--- src/hw/rtl/spm_pkg.sv ---
// ----------------------------------------------------------------------------
// spm_pkg : shared types and constants of the sparse polynomial adder
// term layout, function codes, controller states and command/status groups
// ----------------------------------------------------------------------------
package spm_pkg;

	localparam int MAX_TERMS_DEF = 32;
	localparam int FUNC_W        = 2;
	localparam int EXP_W         = 16;
	localparam int COEF_W        = 32;

	localparam logic [FUNC_W-1:0] FUNC_LOAD_FIRST  = 2'd0;
	localparam logic [FUNC_W-1:0] FUNC_LOAD_SECOND = 2'd1;
	localparam logic [FUNC_W-1:0] FUNC_RUN         = 2'd2;

	localparam logic signed [COEF_W-1:0] COEF_MAX = 32'sh7fff_ffff;
	localparam logic signed [COEF_W-1:0] COEF_MIN = 32'sh8000_0000;

	typedef struct packed {
		logic [EXP_W-1:0]         exp;
		logic signed [COEF_W-1:0] coef;
	} term_t;

	typedef enum logic [1:0] {
		ST_IDLE,
		ST_FETCH,
		ST_STEP,
		ST_FINISH
	} state_t;

	// controller to datapath
	typedef struct packed {
		logic wr_first;
		logic wr_second;
		logic start;
		logic step;
		logic finish;
	} cmd_t;

	// datapath to controller
	typedef struct packed {
		logic done;
		logic step_ok;
		logic out_free;
	} sts_t;

endpackage

--- src/hw/rtl/sparse_poly_add_merge_top.sv ---
// ----------------------------------------------------------------------------
// sparse_poly_add_merge_top : sparse polynomial adder by sorted merge
// loads two term lists, then merges them by exponent with saturating sums
// ----------------------------------------------------------------------------
//
//  channel | handshake            | payload
//  --------+----------------------+--------------------------------------
//  in      | in_valid / in_ready  | func, exp, coef
//  out     | out_valid / out_ready| out_exp, out_coef, last, empty_res
//
//  transactions are taken only when idle; a run starts from idle, then for
//  each merge step reads the term stores (registered, in fetch) and then
//  compares and adds (in step), until a fetch finds both lists spent and the
//  closing state ends the run once the output register is free
//  each merged term leaves through the output register, one held back so the
//  final term can carry last; a busy output register stalls the step
//  reset clears the counts and the sequencer; term stores need no clearing
//
module sparse_poly_add_merge_top #(
	parameter int MAX_TERMS = spm_pkg::MAX_TERMS_DEF
) (
	input  logic                               clk,
	input  logic                               arst_n,
	input  logic                               in_valid,
	output logic                               in_ready,
	input  logic [spm_pkg::FUNC_W-1:0]         func,
	input  logic [spm_pkg::EXP_W-1:0]          exp,
	input  logic signed [spm_pkg::COEF_W-1:0]  coef,
	output logic                               out_valid,
	input  logic                               out_ready,
	output logic [spm_pkg::EXP_W-1:0]          out_exp,
	output logic signed [spm_pkg::COEF_W-1:0]  out_coef,
	output logic                               last,
	output logic                               empty_res
);

	// command and status groups between sequencer and datapath
	spm_pkg::cmd_t cmd;
	spm_pkg::sts_t sts;

	// sequencer: idle, fetch, step, finish
	spm_ctrl u_ctrl (
		.clk      (clk),
		.arst_n   (arst_n),
		.in_valid (in_valid),
		.in_ready (in_ready),
		.func     (func),
		.sts      (sts),
		.cmd      (cmd)
	);

	// term stores, merge pointers and output register
	spm_dp #(
		.MAX_TERMS (MAX_TERMS)
	) u_dp (
		.clk       (clk),
		.arst_n    (arst_n),
		.cmd       (cmd),
		.sts       (sts),
		.exp       (exp),
		.coef      (coef),
		.out_valid (out_valid),
		.out_ready (out_ready),
		.out_exp   (out_exp),
		.out_coef  (out_coef),
		.last      (last),
		.empty_res (empty_res)
	);

`ifndef SYNTHESIS
	// an empty result is always the closing transaction of its run
	a_empty_is_last: assert property (@(posedge clk) disable iff (!arst_n)
		out_valid |-> (!empty_res || last))
		else $error("empty result without last");

	// the sequencer is back in idle right after closing a run
	a_finish_to_idle: assert property (@(posedge clk) disable iff (!arst_n)
		cmd.finish |=> in_ready)
		else $error("not idle after run close");

	// a merge step never coincides with the closing of a run
	a_step_not_finish: assert property (@(posedge clk) disable iff (!arst_n)
		!(cmd.step && cmd.finish))
		else $error("step and finish together");

	// a run start is taken only from an accepted transaction
	a_start_accepted: assert property (@(posedge clk) disable iff (!arst_n)
		cmd.start |-> (in_valid && in_ready))
		else $error("run start without transaction");
`endif

endmodule

--- src/hw/rtl/spm_ctrl.sv ---
// ----------------------------------------------------------------------------
// spm_ctrl : merge sequencer
// takes transactions in idle, then walks fetch/step until both lists are spent
// ----------------------------------------------------------------------------
module spm_ctrl (
	input  logic                         clk,
	input  logic                         arst_n,
	input  logic                         in_valid,
	output logic                         in_ready,
	input  logic [spm_pkg::FUNC_W-1:0]   func,
	input  spm_pkg::sts_t                sts,
	output spm_pkg::cmd_t                cmd
);

	spm_pkg::state_t state_q, state_d;

	always_ff @(posedge clk or negedge arst_n) begin
		if (!arst_n) begin
			state_q <= spm_pkg::ST_IDLE;
		end else begin
			state_q <= state_d;
		end
	end

	always_comb begin
		state_d  = state_q;
		cmd      = '0;
		in_ready = 1'b0;
		case (state_q)
			spm_pkg::ST_IDLE: begin
				in_ready = 1'b1;
				if (in_valid) begin
					case (func)
						spm_pkg::FUNC_LOAD_FIRST:  cmd.wr_first  = 1'b1;
						spm_pkg::FUNC_LOAD_SECOND: cmd.wr_second = 1'b1;
						spm_pkg::FUNC_RUN: begin
							cmd.start = 1'b1;
							state_d   = spm_pkg::ST_FETCH;
						end
						default: ;
					endcase
				end
			end
			spm_pkg::ST_FETCH: begin
				state_d = sts.done ? spm_pkg::ST_FINISH : spm_pkg::ST_STEP;
			end
			spm_pkg::ST_STEP: begin
				if (sts.step_ok) begin
					cmd.step = 1'b1;
					state_d  = spm_pkg::ST_FETCH;
				end
			end
			spm_pkg::ST_FINISH: begin
				if (sts.out_free) begin
					cmd.finish = 1'b1;
					state_d    = spm_pkg::ST_IDLE;
				end
			end
			default: state_d = spm_pkg::ST_IDLE;
		endcase
	end

endmodule

--- src/hw/rtl/spm_dp.sv ---
// ----------------------------------------------------------------------------
// spm_dp : term stores, merge pointers, saturating adder and output register
// one result is held back so the final one can be marked
// ----------------------------------------------------------------------------
module spm_dp #(
	parameter int MAX_TERMS = spm_pkg::MAX_TERMS_DEF
) (
	input  logic                               clk,
	input  logic                               arst_n,
	input  spm_pkg::cmd_t                      cmd,
	output spm_pkg::sts_t                      sts,
	input  logic [spm_pkg::EXP_W-1:0]          exp,
	input  logic signed [spm_pkg::COEF_W-1:0]  coef,
	output logic                               out_valid,
	input  logic                               out_ready,
	output logic [spm_pkg::EXP_W-1:0]          out_exp,
	output logic signed [spm_pkg::COEF_W-1:0]  out_coef,
	output logic                               last,
	output logic                               empty_res
);

	localparam int ADDR_W = (MAX_TERMS > 1) ? $clog2(MAX_TERMS) : 1;
	localparam int CNT_W  = $clog2(MAX_TERMS + 1);
	localparam logic [CNT_W-1:0] CNT_FULL = CNT_W'(MAX_TERMS);

	spm_pkg::term_t mem_a [MAX_TERMS];
	spm_pkg::term_t mem_b [MAX_TERMS];
	spm_pkg::term_t rd_a_q, rd_b_q;

	logic [CNT_W-1:0] na_q, nb_q, i_q, j_q;

	spm_pkg::term_t pend_q;
	logic           pend_v_q;

	logic                              out_v_q;
	logic [spm_pkg::EXP_W-1:0]         out_exp_q;
	logic signed [spm_pkg::COEF_W-1:0] out_coef_q;
	logic                              out_last_q, out_empty_q;

	logic           a_ok, b_ok, take_a, take_b;
	logic [spm_pkg::COEF_W:0] sum;
	spm_pkg::term_t cand;
	logic           cand_nz, out_free, nz_in;

	assign nz_in = (coef != '0);

	// term stores, registered read
	always_ff @(posedge clk) begin
		if (cmd.wr_first && nz_in && (na_q < CNT_FULL)) begin
			mem_a[na_q[ADDR_W-1:0]] <= '{exp: exp, coef: coef};
		end
		if (cmd.wr_second && nz_in && (nb_q < CNT_FULL)) begin
			mem_b[nb_q[ADDR_W-1:0]] <= '{exp: exp, coef: coef};
		end
		rd_a_q <= mem_a[i_q[ADDR_W-1:0]];
		rd_b_q <= mem_b[j_q[ADDR_W-1:0]];
	end

	// head compare and saturating add
	always_comb begin
		a_ok   = (i_q < na_q);
		b_ok   = (j_q < nb_q);
		take_a = a_ok && (!b_ok || (rd_a_q.exp <= rd_b_q.exp));
		take_b = b_ok && (!a_ok || (rd_b_q.exp <= rd_a_q.exp));
		sum    = {rd_a_q.coef[spm_pkg::COEF_W-1], rd_a_q.coef}
		       + {rd_b_q.coef[spm_pkg::COEF_W-1], rd_b_q.coef};
		if (take_a && take_b) begin
			cand.exp = rd_a_q.exp;
			if (sum[spm_pkg::COEF_W] != sum[spm_pkg::COEF_W-1]) begin
				cand.coef = sum[spm_pkg::COEF_W] ? spm_pkg::COEF_MIN : spm_pkg::COEF_MAX;
			end else begin
				cand.coef = sum[spm_pkg::COEF_W-1:0];
			end
		end else if (take_a) begin
			cand = rd_a_q;
		end else begin
			cand = rd_b_q;
		end
		cand_nz  = (cand.coef != '0);
		out_free = !out_v_q || out_ready;
	end

	assign sts.done     = !a_ok && !b_ok;
	assign sts.out_free = out_free;
	assign sts.step_ok  = !cand_nz || !pend_v_q || out_free;

	always_ff @(posedge clk or negedge arst_n) begin
		if (!arst_n) begin
			na_q     <= '0;
			nb_q     <= '0;
			i_q      <= '0;
			j_q      <= '0;
			pend_v_q <= 1'b0;
			out_v_q  <= 1'b0;
		end else begin
			// a new result loads the output register, else it empties when taken
			if (cmd.finish || (cmd.step && cand_nz && pend_v_q)) begin
				out_v_q <= 1'b1;
			end else if (out_v_q && out_ready) begin
				out_v_q <= 1'b0;
			end
			if (cmd.wr_first && nz_in && (na_q < CNT_FULL)) begin
				na_q <= CNT_W'(na_q + 1'b1);
			end
			if (cmd.wr_second && nz_in && (nb_q < CNT_FULL)) begin
				nb_q <= CNT_W'(nb_q + 1'b1);
			end
			if (cmd.start) begin
				i_q      <= '0;
				j_q      <= '0;
				pend_v_q <= 1'b0;
			end
			if (cmd.step) begin
				if (take_a) i_q <= CNT_W'(i_q + 1'b1);
				if (take_b) j_q <= CNT_W'(j_q + 1'b1);
				if (cand_nz) begin
					pend_v_q <= 1'b1;
				end
			end
			if (cmd.finish) begin
				pend_v_q <= 1'b0;
				na_q     <= '0;
				nb_q     <= '0;
			end
		end
	end

	// payload registers
	always_ff @(posedge clk) begin
		if (cmd.step && cand_nz) begin
			pend_q <= cand;
			if (pend_v_q) begin
				out_exp_q   <= pend_q.exp;
				out_coef_q  <= pend_q.coef;
				out_last_q  <= 1'b0;
				out_empty_q <= 1'b0;
			end
		end
		if (cmd.finish) begin
			out_last_q <= 1'b1;
			if (pend_v_q) begin
				out_exp_q   <= pend_q.exp;
				out_coef_q  <= pend_q.coef;
				out_empty_q <= 1'b0;
			end else begin
				out_exp_q   <= '0;
				out_coef_q  <= '0;
				out_empty_q <= 1'b1;
			end
		end
	end

	assign out_valid = out_v_q;
	assign out_exp   = out_exp_q;
	assign out_coef  = out_coef_q;
	assign last      = out_last_q;
	assign empty_res = out_empty_q;

endmodule

--- config.mk ---
export PLATFORM = sky130hd
export DESIGN_NAME = sparse_poly_add_merge_top
export DESIGN_NICKNAME = d
export VERILOG_FILES = /design/src/hw/rtl/spm_pkg.sv /design/src/hw/rtl/sparse_poly_add_merge_top.sv /design/src/hw/rtl/spm_ctrl.sv /design/src/hw/rtl/spm_dp.sv
export SDC_FILE = /design/constraint.sdc
export NUM_CORES = 2
export LEC_CHECK = 0
export BUFFER_PORTS_ARGS = -buffer_cell sky130_fd_sc_hd__buf_2
export CORE_MARGIN = 2
export CORE_UTILIZATION = 63
export CTS_CLUSTER_DIAMETER = 80
export DETAILED_ROUTE_END_ITERATION = 10
export GPL_TIMING_DRIVEN = 1
export PLACE_DENSITY = 0.89
export SETUP_SLACK_MARGIN = 0.05
export SKIP_CTS_REPAIR_TIMING = 1
export SLEW_MARGIN = 15
export SYNTH_ARGS = -nofsm -noshare
export SYNTH_HDL_FRONTEND = slang
export SYNTH_HIERARCHICAL = 1
export SYNTH_SLANG_ARGS = --single-unit
--- constraint.sdc ---
create_clock -name clk -period 9.55 [get_ports clk]
set_input_delay 0.4775 -clock clk [delete_from_list [all_inputs] [get_ports clk]]
set_output_delay 0.4775 -clock clk [all_outputs]
set_load 0.03 [all_outputs]
# Word-level counts from Yosys, hierarchy flattened
# Memory sizes are Yosys's and may differ from the RTL's. A register that Yosys moved wholly into a read port is not among the register bits.
# Cells that the tools add are included.
# op_classes
n_addsub	5
magnitude_cmp	6
n_eq_ne	10
muxes	52
reduce_logical	34
# ops
cell	count
2-to-1 mux 32 bit	6
2-to-1 mux 48 bit	2
2-to-1 mux 16 bit	4
nonzero test 32 bit	2
2-to-1 mux 6 bit	10
adder 32 x 32 -> 33 bit	1
<= comparator 16 bit	2
adder 6 x 1 -> 6 bit, second input constant	4
2-to-1 mux 1 bit	23
less-than comparator 6 bit	2
less-than comparator 6 bit, second input constant	2
logical AND 1 bit	11
nonzero test 2 bit	5
2-to-1 mux 2 bit	4
one-hot mux 2 bit (4 select lines)	1
== test 2 bit, second input constant	3
logical OR 1 bit	6
2-to-1 mux 3 bit	2
!= test 2 bit, second input constant	3
logical NOT 1 bit	5
== test 2 x 1 -> 1 bit, second input constant	2
logical NOT 2 bit	2
AND reduction 2 bit	2
AND reduction 4 bit	1
other kinds (2)	2
# totals
register_bits	126
ramBits	3072
inputBits	54
elab_cells	122
n_memories	2
# memory_table
name	depth	width	read_ports	rd_ports_with_merged_regs	wr	line	text
u_dp.mem_a	32	48	1	1	1	spm_dp.sv:26	spm_pkg::term_t mem_a [MAX_TERMS];
u_dp.mem_b	32	48	1	1	1	spm_dp.sv:27	spm_pkg::term_t mem_b [MAX_TERMS];

# Longest topological paths before layout
# depth
depth_word	16
mapped_depth	30

# Cells and area by module
# Netlist, hierarchy kept.
# by_module_without_submodules
module	n_inst	cells_per_inst	area_each_um2	seq_area_each_um2
spm_dp	1	6248	127718.7	97753.8
spm_ctrl	1	12	140.1	50.0

# Least setup slack after synthesis
# Ideal clock, no wire load.
# synth_path
path_type	register to register
from	register, netlist name u_dp/rd_a_q[3]
to	register u_dp.out_empty_q, in the netlist u_dp/empty_res, enable pin
setup_time_ns	0.411
t_arrival_ns	6.604
required_ns	9.139
path_slack_ns	2.535
stages_incl_launch_ff	24
path_buffers	4
synth_period_minus_slack_ns	7.015
cell_sequence	dfxtp_1 -> ha_1 -> a21o_1 -> a21oi_1 -> a32oi_1 -> a21oi_1 -> o21ai_0 -> o21a_1 -> o21ai_0 -> nand2b_1 -> a21oi_1 -> xnor2_1 -> ha_1 -> clkbuf_1 -> clkbuf_1 -> a21oi_1 -> or4_1 -> or4_1 -> or4_1 -> buf_2 -> nand3_1 -> and3b_1 -> clkbuf_1 -> a31o_1
# synth_lines
element	line	text
end signal: assignment	spm_dp.sv:136	out_empty_q <= 1'b0;
end signal: assignment	spm_dp.sv:144	out_empty_q <= 1'b0;
end signal: assignment	spm_dp.sv:148	out_empty_q <= 1'b1;
end: declaration	spm_dp.sv:38	logic out_last_q, out_empty_q;

==> qor.yml <==
met3WireLength_mm: 51.1
crit_required_ns: 10.20
fp.dieW_um: 455
maxCapViolCount: 0
leakagePower_nw: 44.3
grt_pass1_vias: 71700
cts_buffers: 327
mostFrequentLayoutCells: "3169 x edfxtp_1, 673 x mux4_2, 335 x clkbuf_16"
hold_viol: 0
syn-cell-area_mm2: 0.128
cts-root-buf: "clkbuf_16"
synth_top_area_share_pct: 74.4
arrival_ns: 9.02
synthArstFlopShare_pct: 0.850
port_buffers: 105
drt_iter0_drc: 13400
finalPower_mw: 42.0
hold_class: "input port to flip-flop"
top_layer_used: "met5"
die_height_um: 455
nets: 6655
power_density_mw_per_mm2: 295
period_share_pct: 87.6
power_switching_mw: 13.6
fin_skew_ns: 0.0732
cts_tree: "done"
dr_wl_met2_mm: 183
worst_pin_slew_ns: 1.33
antenna_found_initial: 41
gr-usage-all-layers_pct: 36.7
htreeDepth: 5
met1_length_mm: 115
die_area_mm2: 0.207
ys_seq_area_share_pct: 76.5
synth_top_area_cell: "edfxtp_1"
ys_ff_latch: 3294
post-route-drc-count: 0
rsz0062_at_grt: "false"
synth_cell_types: 75
synth_edf_count: 3169
netlist_instances: 6260
path_clk_slew_ns: 0.07
path_class: "flip-flop to flip-flop"
wl_mm: 375
initial_utilization_pct: 63.3
clkPwrFrac_pct: 30.1
wl_per_cell_um: 39.7
setup-tns-final_ns: 0
setup_viol_count_final: 0
syn2layout_area_growth_pct: 11.5
place_congestion: 0.907
yosysWarnings: 6
design.core.area_mm2: 0.202
overflow: 0
grt_pass1_wl_mm: 528
status: "complete, no violations"
p_sw_share_pct: 32.5
max-vdd-ir-drop_v: 0.000291
num_rows: 165
vias: 70400
grt_start_max_net_pins: 150
cp-end-kind: "flip-flop"
period_needed_ns: 8.37
cp_max_fo: 25
layout-drive-gt1-share_pct: 23.9
avgSynthCellArea_um2: 20.4
synthFlopType: "edfxtp_1"
cts_num_sinks: 3294
ant_nets: 0
seqPwrFrac_pct: 40.9
p_int_mw: 28.4
relSlewSlack_pct: 11.6
vias_per_cell: 7.45
fmax_mhz: 120
synthTopCellsByArea: "edfxtp_1 74%, mux4_2 12%, mux2i_1 2.4%"
dp_hpwl_mm: 187
power_frac_comb_pct: 29.1
clkLatencyLatePin_ns: 0.97
crit_path_start_kind: "flip-flop"
pin_count: 106
cts.path.max_buffers: 4
synth_nets: 6385
firstDrtPassIters: 8
slew_viol_final: 0
fillers: 10700
mostFrequentLayoutCell: "edfxtp_1"
[routing by layer]
layer | global-route usage [%] | vias up
met5 | 0 | -
met4 | 21.3 | 24
met3 | 9.28 | 1588
met2 | 58.8 | 6877
met1 | 45.9 | 35400
li1 | - | 26500
[cell usage after synthesis (all sizes together), types with 6 or more instances]
master and instances:
buf 114, o211ai 9, edfxtp 3169, ha 70, clkbuf 204, o21a 13
nor2 159, o22a 8, o31ai 9, mux2 160, or3 7, nor4 14
mux4 673, dfrtp 28, o221ai 151, a31oi 6, o21ai 204, a21o 10
and4 6, nand2b 10, xnor2 23, a21oi 219, nor3 23, nand4 15
nand2 265, xor2 12, dfxtp 97, o22ai 62, nor2b 9, nand3 38
mux2i 303, inv 45, and2 51
[per-stage QoR]
step	std cells	setup WS, ns	hold slack (ns)	utilization (%)	area [um2]
3_3_place_gp	8867	1.69	0.488	65.5	132000
2_1_floorplan	6260	2.54	0.182	-	128000
3_5_place_dp	8868	1.55	0.502	65.5	132000
6_report	9449	1.18	0.0889	70.6	143000
5_1_grt	9438	0.941	0.0961	70.6	143000
4_1_cts	9428	1.45	-0.489	70.5	142000
[power by group through the flow]
stage | Sequential [mW] | Clock (mW) | Combinational [mW]
final | 17.2 | 12.6 | 12.2
after global routing | 17.2 | 13.1 | 12.6
after CTS | 17.1 | 12.6 | 11.9
after detailed placement | 17.4 | 0 | 11.5
after global placement | 17.4 | 0 | 11.3
after floorplan | 17.3 | 0 | 7.69
[cells by family after synthesis]
kind of cell / share of synthesized area (%)
AO/OA/AOI/OAI: 3.64
XOR/XNOR: 0.240
adder cells (fa/ha/maj): 0.701
buffers and inverters: 1.09
flip-flops: 76.5
multiplexers: 15.6
AND/OR/NAND/NOR: 2.20
[path summary, 6_finish.rpt]
check                                      to  cells past startpoint       startpoint  slack (ns)
setup / recovery              u_dp/pend_q[37]                     21   u_dp/rd_a_q[0]        1.18
hold / removal             u_dp/mem_a[21][33]                      1           exp[1]        0.09
setup reg to reg              u_dp/pend_q[37]                     21   u_dp/rd_a_q[0]        1.18
hold reg to reg             u_dp/out_coef[11]                      1  u_dp/pend_q[11]        0.53
max in group asynchronous         u_dp/j_q[2]                      2           arst_n        8.79
min in group asynchronous        u_dp/nb_q[5]                      2           arst_n        0.25
[sequential cells by signal, summed over array words and instances, names as in the netlist]
name and cells:
u_dp/rd_a_q 48, u_dp/pend_v_q 1, u_ctrl/state_q 2, u_dp/na_q 6
u_dp/j_q 6, u_dp/out_valid 1, u_dp/mem_b 1536, u_dp/out_exp 16
u_dp/last 1, u_dp/i_q 6, u_dp/rd_b_q 48, u_dp/nb_q 6
u_dp/mem_a 1536, u_dp/pend_q 48, u_dp/empty_res 1, u_dp/out_coef 32
[layout make-up]
class,instances,area (um2),share of cell area [%]
flip-flops and latches,3294,97800,68.6
multi-input cells,2602,29200,20.5
clock buffers,398,8680,6.09
well taps,2672,3340,2.35
repair buffers,259,1810,1.27
clock inverters,162,1460,1.03
inverters,46,173,0.121
diodes,16,40.0,0.0281
[critical path, stage by stage (launching register included)]
cell and delay, ns:
dfxtp_1 0.41, ha_1 0.22, inv_1 0.06, fa_1 0.42
nand2b_1 0.21, a21oi_1 0.36, o21ai_1 0.24, a2111oi_1 1.02
o21a_1 0.26, nor2_1 0.09, ha_1 0.69, buf_4 0.34
nor2b_1 0.07, mux2i_1 0.18, o2bb2ai_1 0.13, or4_1 0.42
or4_1 0.53, or4_1 0.69, nand3_1 0.18, and3b_1 0.49
and2_2 0.73, buf_12 0.27
No activity file was read; power rests on OpenSTA's default activity.
